### src/rtl/ucvb_pkg.sv
// shared types, constants and the code point to byte mapping
package ucvb_pkg;

  localparam int QDepth = 4;
  localparam int QAw    = $clog2(QDepth);

  localparam logic [15:0] VnBase     = 16'h1EA0;
  localparam logic [15:0] VnLen      = 16'h005A;
  localparam logic [15:0] LatinBase  = 16'h00C0;
  localparam int          LatinCount = 46;
  localparam logic [7:0]  Unmapped   = 8'h3F;
  localparam logic [15:0] CodeCr     = 16'h000D;

  localparam logic [7:0] LatinKeys [LatinCount] = '{
    8'h00, 8'h01, 8'h02, 8'h03, 8'h08, 8'h09, 8'h0A, 8'h0C, 8'h0D,
    8'h12, 8'h13, 8'h14, 8'h15, 8'h19, 8'h1A, 8'h1B, 8'h1D,
    8'h20, 8'h21, 8'h22, 8'h23, 8'h28, 8'h29, 8'h2A, 8'h2C, 8'h2D,
    8'h32, 8'h33, 8'h34, 8'h35, 8'h39, 8'h3A, 8'h3B, 8'h3D,
    8'h42, 8'h43, 8'h50, 8'h51, 8'h68, 8'h69, 8'hA8, 8'hA9, 8'hE0, 8'hE1, 8'hEF, 8'hF0
  };

  // one queue entry: one or two code points that each give a byte
  typedef struct packed {
    logic        two;
    logic [15:0] cp0;
    logic [15:0] cp1;
  } ucvb_entry_t;

  typedef struct packed {
    logic empty;
    logic full;
  } ucvb_qstat_t;

  // code point to vietnamese byte (carriage return never gets here)
  function automatic logic [7:0] map_code(input logic [15:0] cp);
    logic [15:0] i;
    logic [15:0] a;
    logic [7:0]  key;
    logic [7:0]  idx;
    logic        found;
    logic [7:0]  res;
    i     = cp - VnBase;
    a     = cp - LatinBase;
    key   = (a[7:0] == 8'h10) ? 8'h50 : a[7:0];
    found = 1'b0;
    idx   = i[7:0];
    res   = Unmapped;
    for (int k = 0; k < LatinCount; k++) begin
      if (LatinKeys[k] == key) begin
        found = 1'b1;
        idx   = 8'(k) + VnLen[7:0];
      end
    end
    if (cp[15:7] == 9'd0) begin
      res = cp[7:0];
    end else if (i < VnLen) begin
      res = i[7:0] - 8'h80 + {3'd0, i[7], 4'd0};
    end else if (a[15:8] == 8'd0 && found) begin
      res = idx - 8'h80 + {3'd0, idx[7], 4'd0};
    end
    return res;
  endfunction

endpackage

### src/rtl/ucvb_front.sv
// front end: mark detection and utf-8 / utf-16 decoding into code points
module ucvb_front
  import ucvb_pkg::*;
(
  input  logic        clk,
  input  logic        rst,
  input  logic        valid,
  input  logic        kind,
  input  logic [7:0]  data_byte,
  input  ucvb_qstat_t q_stat,
  output logic        push,
  output ucvb_entry_t push_data
);

  typedef enum logic [1:0] {
    PhaseIdle = 2'd0,
    PhaseOne  = 2'd1,
    PhaseEfBb = 2'd2,
    PhaseDone = 2'd3
  } phase_t;

  typedef enum logic [1:0] {
    ModeNone = 2'd0,
    ModeLe   = 2'd1,
    ModeBe   = 2'd2,
    ModeUtf8 = 2'd3
  } mode_t;

  typedef struct packed {
    logic [1:0]  pending;
    logic [15:0] partial;
    logic        stopped;
  } dec_st_t;

  typedef struct packed {
    dec_st_t     st;
    logic        emit;
    logic [15:0] cp;
  } dec_res_t;

  function automatic dec_res_t utf8_feed(input dec_st_t st, input logic [7:0] b);
    dec_res_t r;
    r      = '0;
    r.st   = st;
    if (!st.stopped) begin
      if (st.pending == 2'd0) begin
        if (!b[7]) begin
          r.emit = (b != CodeCr[7:0]);
          r.cp   = {8'd0, b};
        end else if (b < 8'hC0 || b >= 8'hF0) begin
          r.st.stopped = 1'b1;
        end else if (b >= 8'hE0) begin
          r.st.pending = 2'd2;
          r.st.partial = {12'd0, b[3:0]};
        end else begin
          r.st.pending = 2'd1;
          r.st.partial = {11'd0, b[4:0]};
        end
      end else if (b[7:6] != 2'b10) begin
        r.st.stopped = 1'b1;
        r.st.pending = 2'd0;
      end else begin
        r.st.partial = {st.partial[9:0], b[5:0]};
        r.st.pending = st.pending - 2'd1;
        if (st.pending == 2'd1) begin
          // an overlong carriage return is dropped as well
          r.emit = ({st.partial[9:0], b[5:0]} != CodeCr);
          r.cp   = {st.partial[9:0], b[5:0]};
        end
      end
    end
    return r;
  endfunction

  phase_t      phase, phase_next;
  mode_t       mode, mode_next;
  logic [7:0]  hdr, hdr_next;
  dec_st_t     dec, dec_next;

  logic        accept;
  logic        em_a, em_b;
  logic [15:0] cp_a, cp_b;
  logic [15:0] unit;

  dec_res_t r_hdr, r_after, r_cur, r_ef, r_bb, r_c;

  assign accept  = valid && !q_stat.full;
  assign r_hdr   = utf8_feed(dec, hdr);
  assign r_after = utf8_feed(r_hdr.st, data_byte);
  assign r_cur   = utf8_feed(dec, data_byte);
  assign r_ef    = utf8_feed(dec, 8'hEF);
  assign r_bb    = utf8_feed(r_ef.st, 8'hBB);
  assign r_c     = utf8_feed(r_bb.st, data_byte);
  assign unit    = (mode == ModeLe) ? {data_byte, dec.partial[7:0]}
                                    : {dec.partial[7:0], data_byte};

  always_comb begin
    phase_next = phase;
    mode_next  = mode;
    hdr_next   = hdr;
    dec_next   = dec;
    em_a       = 1'b0;
    em_b       = 1'b0;
    cp_a       = r_hdr.cp;
    cp_b       = r_cur.cp;
    case (mode)
      ModeNone: begin
        case (phase)
          PhaseOne: begin
            if ({data_byte, hdr} == 16'hFEFF) begin
              mode_next  = ModeLe;
              phase_next = PhaseDone;
            end else if ({data_byte, hdr} == 16'hFFFE) begin
              mode_next  = ModeBe;
              phase_next = PhaseDone;
            end else if ({data_byte, hdr} == 16'hBBEF) begin
              phase_next = PhaseEfBb;
            end else begin
              // no mark: replay the held byte, then this one
              mode_next  = ModeUtf8;
              phase_next = PhaseDone;
              dec_next   = r_after.st;
              em_a       = r_hdr.emit;
              em_b       = r_after.emit;
              cp_b       = r_after.cp;
            end
          end
          PhaseEfBb: begin
            mode_next  = ModeUtf8;
            phase_next = PhaseDone;
            if (data_byte != 8'hBF) begin
              dec_next = r_c.st;
              em_b     = r_c.emit;
              cp_b     = r_c.cp;
            end
          end
          default: begin
            hdr_next   = data_byte;
            phase_next = PhaseOne;
          end
        endcase
      end
      ModeUtf8: begin
        dec_next = r_cur.st;
        em_b     = r_cur.emit;
      end
      default: begin
        if (dec.pending == 2'd0) begin
          dec_next.partial = {8'd0, data_byte};
          dec_next.pending = 2'd1;
        end else begin
          dec_next.partial = 16'd0;
          dec_next.pending = 2'd0;
          em_b             = (unit != CodeCr);
          cp_b             = unit;
        end
      end
    endcase
  end

  assign push           = accept && !kind && (em_a || em_b);
  assign push_data.two  = em_a && em_b;
  assign push_data.cp0  = em_a ? cp_a : cp_b;
  assign push_data.cp1  = cp_b;

  always_ff @(posedge clk) begin
    if (rst) begin
      phase <= PhaseIdle;
      mode  <= ModeNone;
      hdr   <= 8'd0;
      dec   <= '0;
    end else if (accept) begin
      if (kind) begin
        phase <= PhaseIdle;
        mode  <= ModeNone;
        hdr   <= 8'd0;
        dec   <= '0;
      end else begin
        phase <= phase_next;
        mode  <= mode_next;
        hdr   <= hdr_next;
        dec   <= dec_next;
      end
    end
  end

endmodule

### src/rtl/ucvb_queue.sv
// short queue of decoded code points between front and back
module ucvb_queue
  import ucvb_pkg::*;
(
  input  logic        clk,
  input  logic        rst,
  input  logic        push,
  input  ucvb_entry_t push_data,
  input  logic        pop,
  output ucvb_entry_t head,
  output ucvb_qstat_t stat
);

  ucvb_entry_t    slots [QDepth];
  logic [QAw-1:0] wr_ptr, rd_ptr;
  logic [QAw:0]   count;

  assign head       = slots[rd_ptr];
  assign stat.empty = (count == '0);
  assign stat.full  = (count == (QAw+1)'(QDepth));

  always_ff @(posedge clk) begin
    if (push) begin
      slots[wr_ptr] <= push_data;
    end
  end

  always_ff @(posedge clk) begin
    if (rst) begin
      wr_ptr <= '0;
      rd_ptr <= '0;
      count  <= '0;
    end else begin
      if (push) begin
        wr_ptr <= wr_ptr + 1'b1;
      end
      if (pop) begin
        rd_ptr <= rd_ptr + 1'b1;
      end
      case ({push, pop})
        2'b10:   count <= count + 1'b1;
        2'b01:   count <= count - 1'b1;
        default: count <= count;
      endcase
    end
  end

endmodule

### src/rtl/ucvb_back.sv
// back end: maps code points to bytes and drives the output register
module ucvb_back
  import ucvb_pkg::*;
(
  input  logic        clk,
  input  logic        rst,
  input  ucvb_entry_t head,
  input  ucvb_qstat_t q_stat,
  output logic        pop,
  input  logic        out_stall,
  output logic        out_valid,
  output logic [7:0]  out_byte,
  output logic        last_in_run
);

  logic        sel;
  logic        load;
  logic        take;
  logic        is_last;
  logic [15:0] cp;

  assign load    = !out_valid || !out_stall;
  assign take    = load && !q_stat.empty;
  assign is_last = !head.two || sel;
  assign cp      = sel ? head.cp1 : head.cp0;
  assign pop     = take && is_last;

  always_ff @(posedge clk) begin
    if (rst) begin
      out_valid <= 1'b0;
      sel       <= 1'b0;
    end else if (load) begin
      out_valid <= !q_stat.empty;
      if (take) begin
        sel <= !is_last;
      end
    end
  end

  always_ff @(posedge clk) begin
    if (take) begin
      out_byte    <= map_code(cp);
      last_in_run <= is_last;
    end
  end

endmodule

### src/rtl/unicode_to_vietnamese_byte_core.sv
// top level of the unicode to vietnamese 8-bit byte converter
// Takes one byte item per cycle while in_stall is low: kind 1 restarts mark detection,
// kind 0 carries a text byte. The front end detects the byte-order mark and decodes
// utf-8 or utf-16 in the cycle an item is accepted and writes its code points into a
// 4-entry queue; the back end maps one code point per cycle, unless the output stalls,
// into the registered output, each passing a queue slot and then the output register.
// An item that yields two bytes (a mark-less stream whose first two bytes are both
// characters) gives them in turn, other items one byte or none. in_stall rises only
// when the queue is full, so the input side is held back only by output stalls.
module unicode_to_vietnamese_byte_core
  import ucvb_pkg::*;
(
  input  logic       clk,
  input  logic       rst,
  input  logic       in_valid,
  output logic       in_stall,
  input  logic       kind,
  input  logic [7:0] data_byte,
  output logic       out_valid,
  input  logic       out_stall,
  output logic [7:0] out_byte,
  output logic       last_in_run
);

  ucvb_qstat_t q_stat;
  ucvb_entry_t push_data;
  ucvb_entry_t head;
  logic        push;
  logic        pop;

  assign in_stall = q_stat.full;

  ucvb_front u_front (
    .clk       (clk),
    .rst       (rst),
    .valid     (in_valid),
    .kind      (kind),
    .data_byte (data_byte),
    .q_stat    (q_stat),
    .push      (push),
    .push_data (push_data)
  );

  ucvb_queue u_queue (
    .clk       (clk),
    .rst       (rst),
    .push      (push),
    .push_data (push_data),
    .pop       (pop),
    .head      (head),
    .stat      (q_stat)
  );

  ucvb_back u_back (
    .clk         (clk),
    .rst         (rst),
    .head        (head),
    .q_stat      (q_stat),
    .pop         (pop),
    .out_stall   (out_stall),
    .out_valid   (out_valid),
    .out_byte    (out_byte),
    .last_in_run (last_in_run)
  );

endmodule

### config.mk
export PLATFORM = sky130hd
export DESIGN_NAME = unicode_to_vietnamese_byte_core
export DESIGN_NICKNAME = d
export VERILOG_FILES = /design/src/rtl/ucvb_pkg.sv /design/src/rtl/ucvb_front.sv /design/src/rtl/ucvb_queue.sv /design/src/rtl/ucvb_back.sv /design/src/rtl/unicode_to_vietnamese_byte_core.sv
export SDC_FILE = /design/constraint.sdc
export NUM_CORES = 1
export LEC_CHECK = 0
export BUFFER_PORTS_ARGS = -buffer_cell sky130_fd_sc_hd__buf_2
export CAP_MARGIN = 15
export CORE_MARGIN = 4
export CORE_UTILIZATION = 42
export CTS_CLUSTER_DIAMETER = 80
export CTS_CLUSTER_SIZE = 20
export DETAILED_ROUTE_END_ITERATION = 7
export MAX_ROUTING_LAYER = met4
export SETUP_SLACK_MARGIN = 0.1
export SYNTH_ARGS = -nofsm -noshare
export SYNTH_HDL_FRONTEND = slang
export SYNTH_SLANG_ARGS = --single-unit
### constraint.sdc
create_clock -name clk -period 11.2 [get_ports clk]
set_input_delay 1.68 -clock clk [delete_from_list [all_inputs] [get_ports clk]]
set_output_delay 1.68 -clock clk [all_outputs]
set_load 0.005 [all_outputs]
==> results.py <==
metrics = {
    "critical_path": {
        "critPathMaxFanout": 33,
        "path_delay_family": "simple AND/OR/NAND/NOR gates",
        "crit_slowest_cell": "and2_2",
        "crit_path_max_incr_delay_ns": 0.85,
        "critPathKind": "register to register",
        "worst_setup_path_start_kind": "register",
        "cp_num_buf_inv": 3,
        "crit_arrival_ns": 5.19,
        "path_cells": "inv_1, ha_1, buf_4, nand2_1, nor2_1, a21oi_1, o22ai_1, inv_1, ha_1, nor3b_1, nand2_1, o22ai_1, a41oi_2, a2111oi_4, and2_2",
        "worstPathRequired_ns": 11.25,
        "crit_path_end_kind": "register",
    },
    "sta": {
        "max_slew.worst_pin.slew_ns": 1.14,
        "fin_tns_setup_ns": 0,
        "drv_slew": 0,
        "max_freq_ghz": 0.194,
        "finalSetupViolations": 0,
        "period_needed_ns": 5.14,
        "grt_setup_unrepaired": "no",
        "max_slew_margin_pct": 23.6,
        "fin_crit_sh_pct": 45.9,
        "clock-skew-final_ns": 0.0188,
        "fin_ws_ns": 6.06,
        "hold_ws_ns": 0.470,
        "final_hold_viol_count": 0,
    },
    "clock_tree": {
        "holdBufCountCts": 0,
        "numCtsBuffers": 17,
        "clock_path_buffers": 2,
        "cts_resized": 0,
        "post-cts-setup-buffers": 0,
        "cts_tree": "built",
        "clk_latency_ns": 0.44,
        "cts.sinks": 177,
        "clk_pin_slew_ns": 0.07,
        "cts-root-buf": "clkbuf_16",
        "htreeDepth": 4,
    },
    "route": {
        "vias": 9663,
        "drc": 0,
        "vias_per_cell": 6.39,
        "drt_iter0_markers": 1137,
        "wl_per_cell_um": 22.8,
        "drt-pass1-iter-count": 6,
        "detail-route-antenna-nets": 0,
        "drt-total-wl_um": 34500,
    },
    "power": {
        "power.density_nw_per_um2": 128,
        "power.leakage_nw": 4.01,
        "vdd_ir_drop_max_mv": 0.0994,
    },
    "placed_design": {
        "hpwl_um": 23500,
        "place_congestion": 1.00,
        "place_area_um2": 11700,
        "place_ws_ns": 5.99,
        "io_buffer_count": 23,
    },
    "floorplan": {
        "core_um2": 26900,
        "initial_core_util_pct": 42.5,
        "fp.dieW_um": 173,
        "die_h_um": 173,
        "row_count": 60,
        "die_area_um2": 29900,
        "ios": 24,
    },
    "job": {
        "max-cap-violations": 0,
    },
    "grt": {
        "grt_pass1_wl_um": 53400,
        "grt_use_total_pct": 23.1,
        "grt.overflow.total": 0,
        "grt_pass1_vias": 9006,
        "antenna_found_initial": 0,
        "grt_max_degree": 57,
    },
    "logic_synthesis": {
        "synth_most_common_cell": "edfxtp_1",
        "synth_simple_gate_area_share_pct": 18.5,
        "synth_nets": 1225,
        "synthDistinctLibCells": 101,
        "synth_fa_ha_area_share_pct": 2.81,
        "yosysSeqAreaShare_pct": 43.4,
        "yosys-top-cells-count": "141 x edfxtp_1, 124 x nand2_1, 116 x nor2_1",
        "synth_area_per_cell_um2": 9.62,
        "synth_compound_area_share_pct": 20.7,
        "ys_ff_latch": 177,
        "yosysTopAreaCell": "edfxtp_1",
        "synth_top_family_by_area": "compound AO/OA/AOI/OAI gates",
        "synth_area_leaders": "edfxtp_1 37%, dfxtp_1 6.3%, nand2_1 4.1%",
        "synthMuxAreaShare_pct": 8.96,
        "synth.top_cell.area_share_pct": 37.1,
        "syn-instance-count": 1187,
        "synth-edff-count": 141,
        "ys_warn_count": 0,
        "async_flop_share_pct": 0,
        "ys.flop_type": "edfxtp_1",
        "synth_xor_area_share_pct": 0.921,
        "synth_area_um2": 11400,
    },
    "outcome": {
        "status": "finished clean",
    },
    "worst_hold_path": {
        "hold_class": "register to register",
    },
    "layout": {
        "final_cell_area_um2": 12300,
        "antenna_cells": 0,
        "utilization_pct": 45.7,
        "synthToLayoutAreaGrowth_pct": 7.50,
        "nNetsFinal": 1196,
        "drive_gt1_share_pct": 12.2,
    },
}
-- report_power, final --
part           switching [W]  leakage (nW)  internal (W)  total (W)
Clock               0.000273         0.276      0.000315   0.000588
Sequential         0.0000121          1.55      0.000721   0.000733
Combinational       0.000173          2.18     0.0000792   0.000252
Total               0.000458          4.01       0.00112    0.00157
-- per-stage QoR --
step,instances,total power (W)
global route,1512,0.00163
finish,1512,0.00157
global placement,1480,0.000994
detailed placement,1480,0.000992
CTS,1512,0.00158
floorplan,1187,0.000919
-- logic make-up after synthesis --
kind of cell             after synthesis
adder cells (fa/ha/maj)               25
multiplexers                          74
flip-flops                           177
XOR/XNOR                              12
AND/OR/NAND/NOR                      429
AO/OA/AOI/OAI                        345
buffers and inverters                125
-- worst paths after layout --
path,from,endpoint,slack (ns),cells after the start
worst min register to register,u_back.out_valid$_SDFFE_PP0N_,u_back.out_valid$_SDFFE_PP0N_,0.47,2
worst min-delay path,u_back.out_valid$_SDFFE_PP0N_,u_back.out_valid$_SDFFE_PP0N_,0.47,2
worst max register to register,u_front.dec[17]$_SDFFE_PP0P_,u_queue.slots[2][20]$_DFFE_PP_,6.06,15
worst max-delay path,u_front.dec[17]$_SDFFE_PP0P_,u_queue.slots[2][20]$_DFFE_PP_,6.06,15
-- cells in the final DEF, fill, tap and decap left out, types with 12 or more instances in the layout --
cell type  netlist  final
clkbuf_16        0     17
edfxtp_1       141    141
nand2b_1        23     23
o22ai_1         21     21
ha_1            24     24
a21oi_1         84     84
dfxtp_1         36     35
o21ai_0         58     58
nor2_1         116    116
inv_1           34     34
a22oi_1         27     27
a31oi_1         17     17
nand2_1        124    124
nor3_1          25     25
mux4_2          19     19
nand3_1         29     29
nand4_1         15     15
a211oi_1        12     12
buf_4            2     14
nor2b_1         18     18
mux2i_1         42     42
buf_2           21     23
-- sequential cells by signal, summed over array words and instances, names as in the netlist, named ones only --
register and flops:
u_queue.slots 132, u_front.dec 13, u_back.out_byte 8, u_front.hdr 8
u_queue.count 3, u_front.mode 2, u_front.phase 2, u_queue.rd_ptr 2
u_queue.wr_ptr 2, u_back.last_in_run 1, u_back.out_valid 1, u_back.sel 1
-- worst min-delay path: cells and delay by family, from the launching register on --
kind,cells,cell delay [ns]
AND/OR/NAND/NOR,1,0.06
AO/OA/AOI/OAI,1,0.05
flip-flops,1,0.32
-- per-layer routing --
layer / share of wire, % / global-route usage [%] / vias to the layer above
met4: 2.5 / 7.25 / 0
met5: 0 / - / -
met3: 8.0 / 3.56 / 79
li1: - / - / 4415
met2: 46 / 35.5 / 514
met1: 44 / 31.7 / 4655
-- area by class of cell --
| class | count | area, um^2 |
|---|---|---|
| sequential | 177 | 4960 |
| clock inverter | 14 | 151 |
| inverter | 40 | 150 |
| fill | 2541 | 14600 |
| timing repair buffer | 37 | 220 |
| clock buffer | 18 | 429 |
| multi-input combinational | 885 | 5940 |
| tap | 341 | 427 |
No activity file was read; power rests on OpenSTA's default activity.
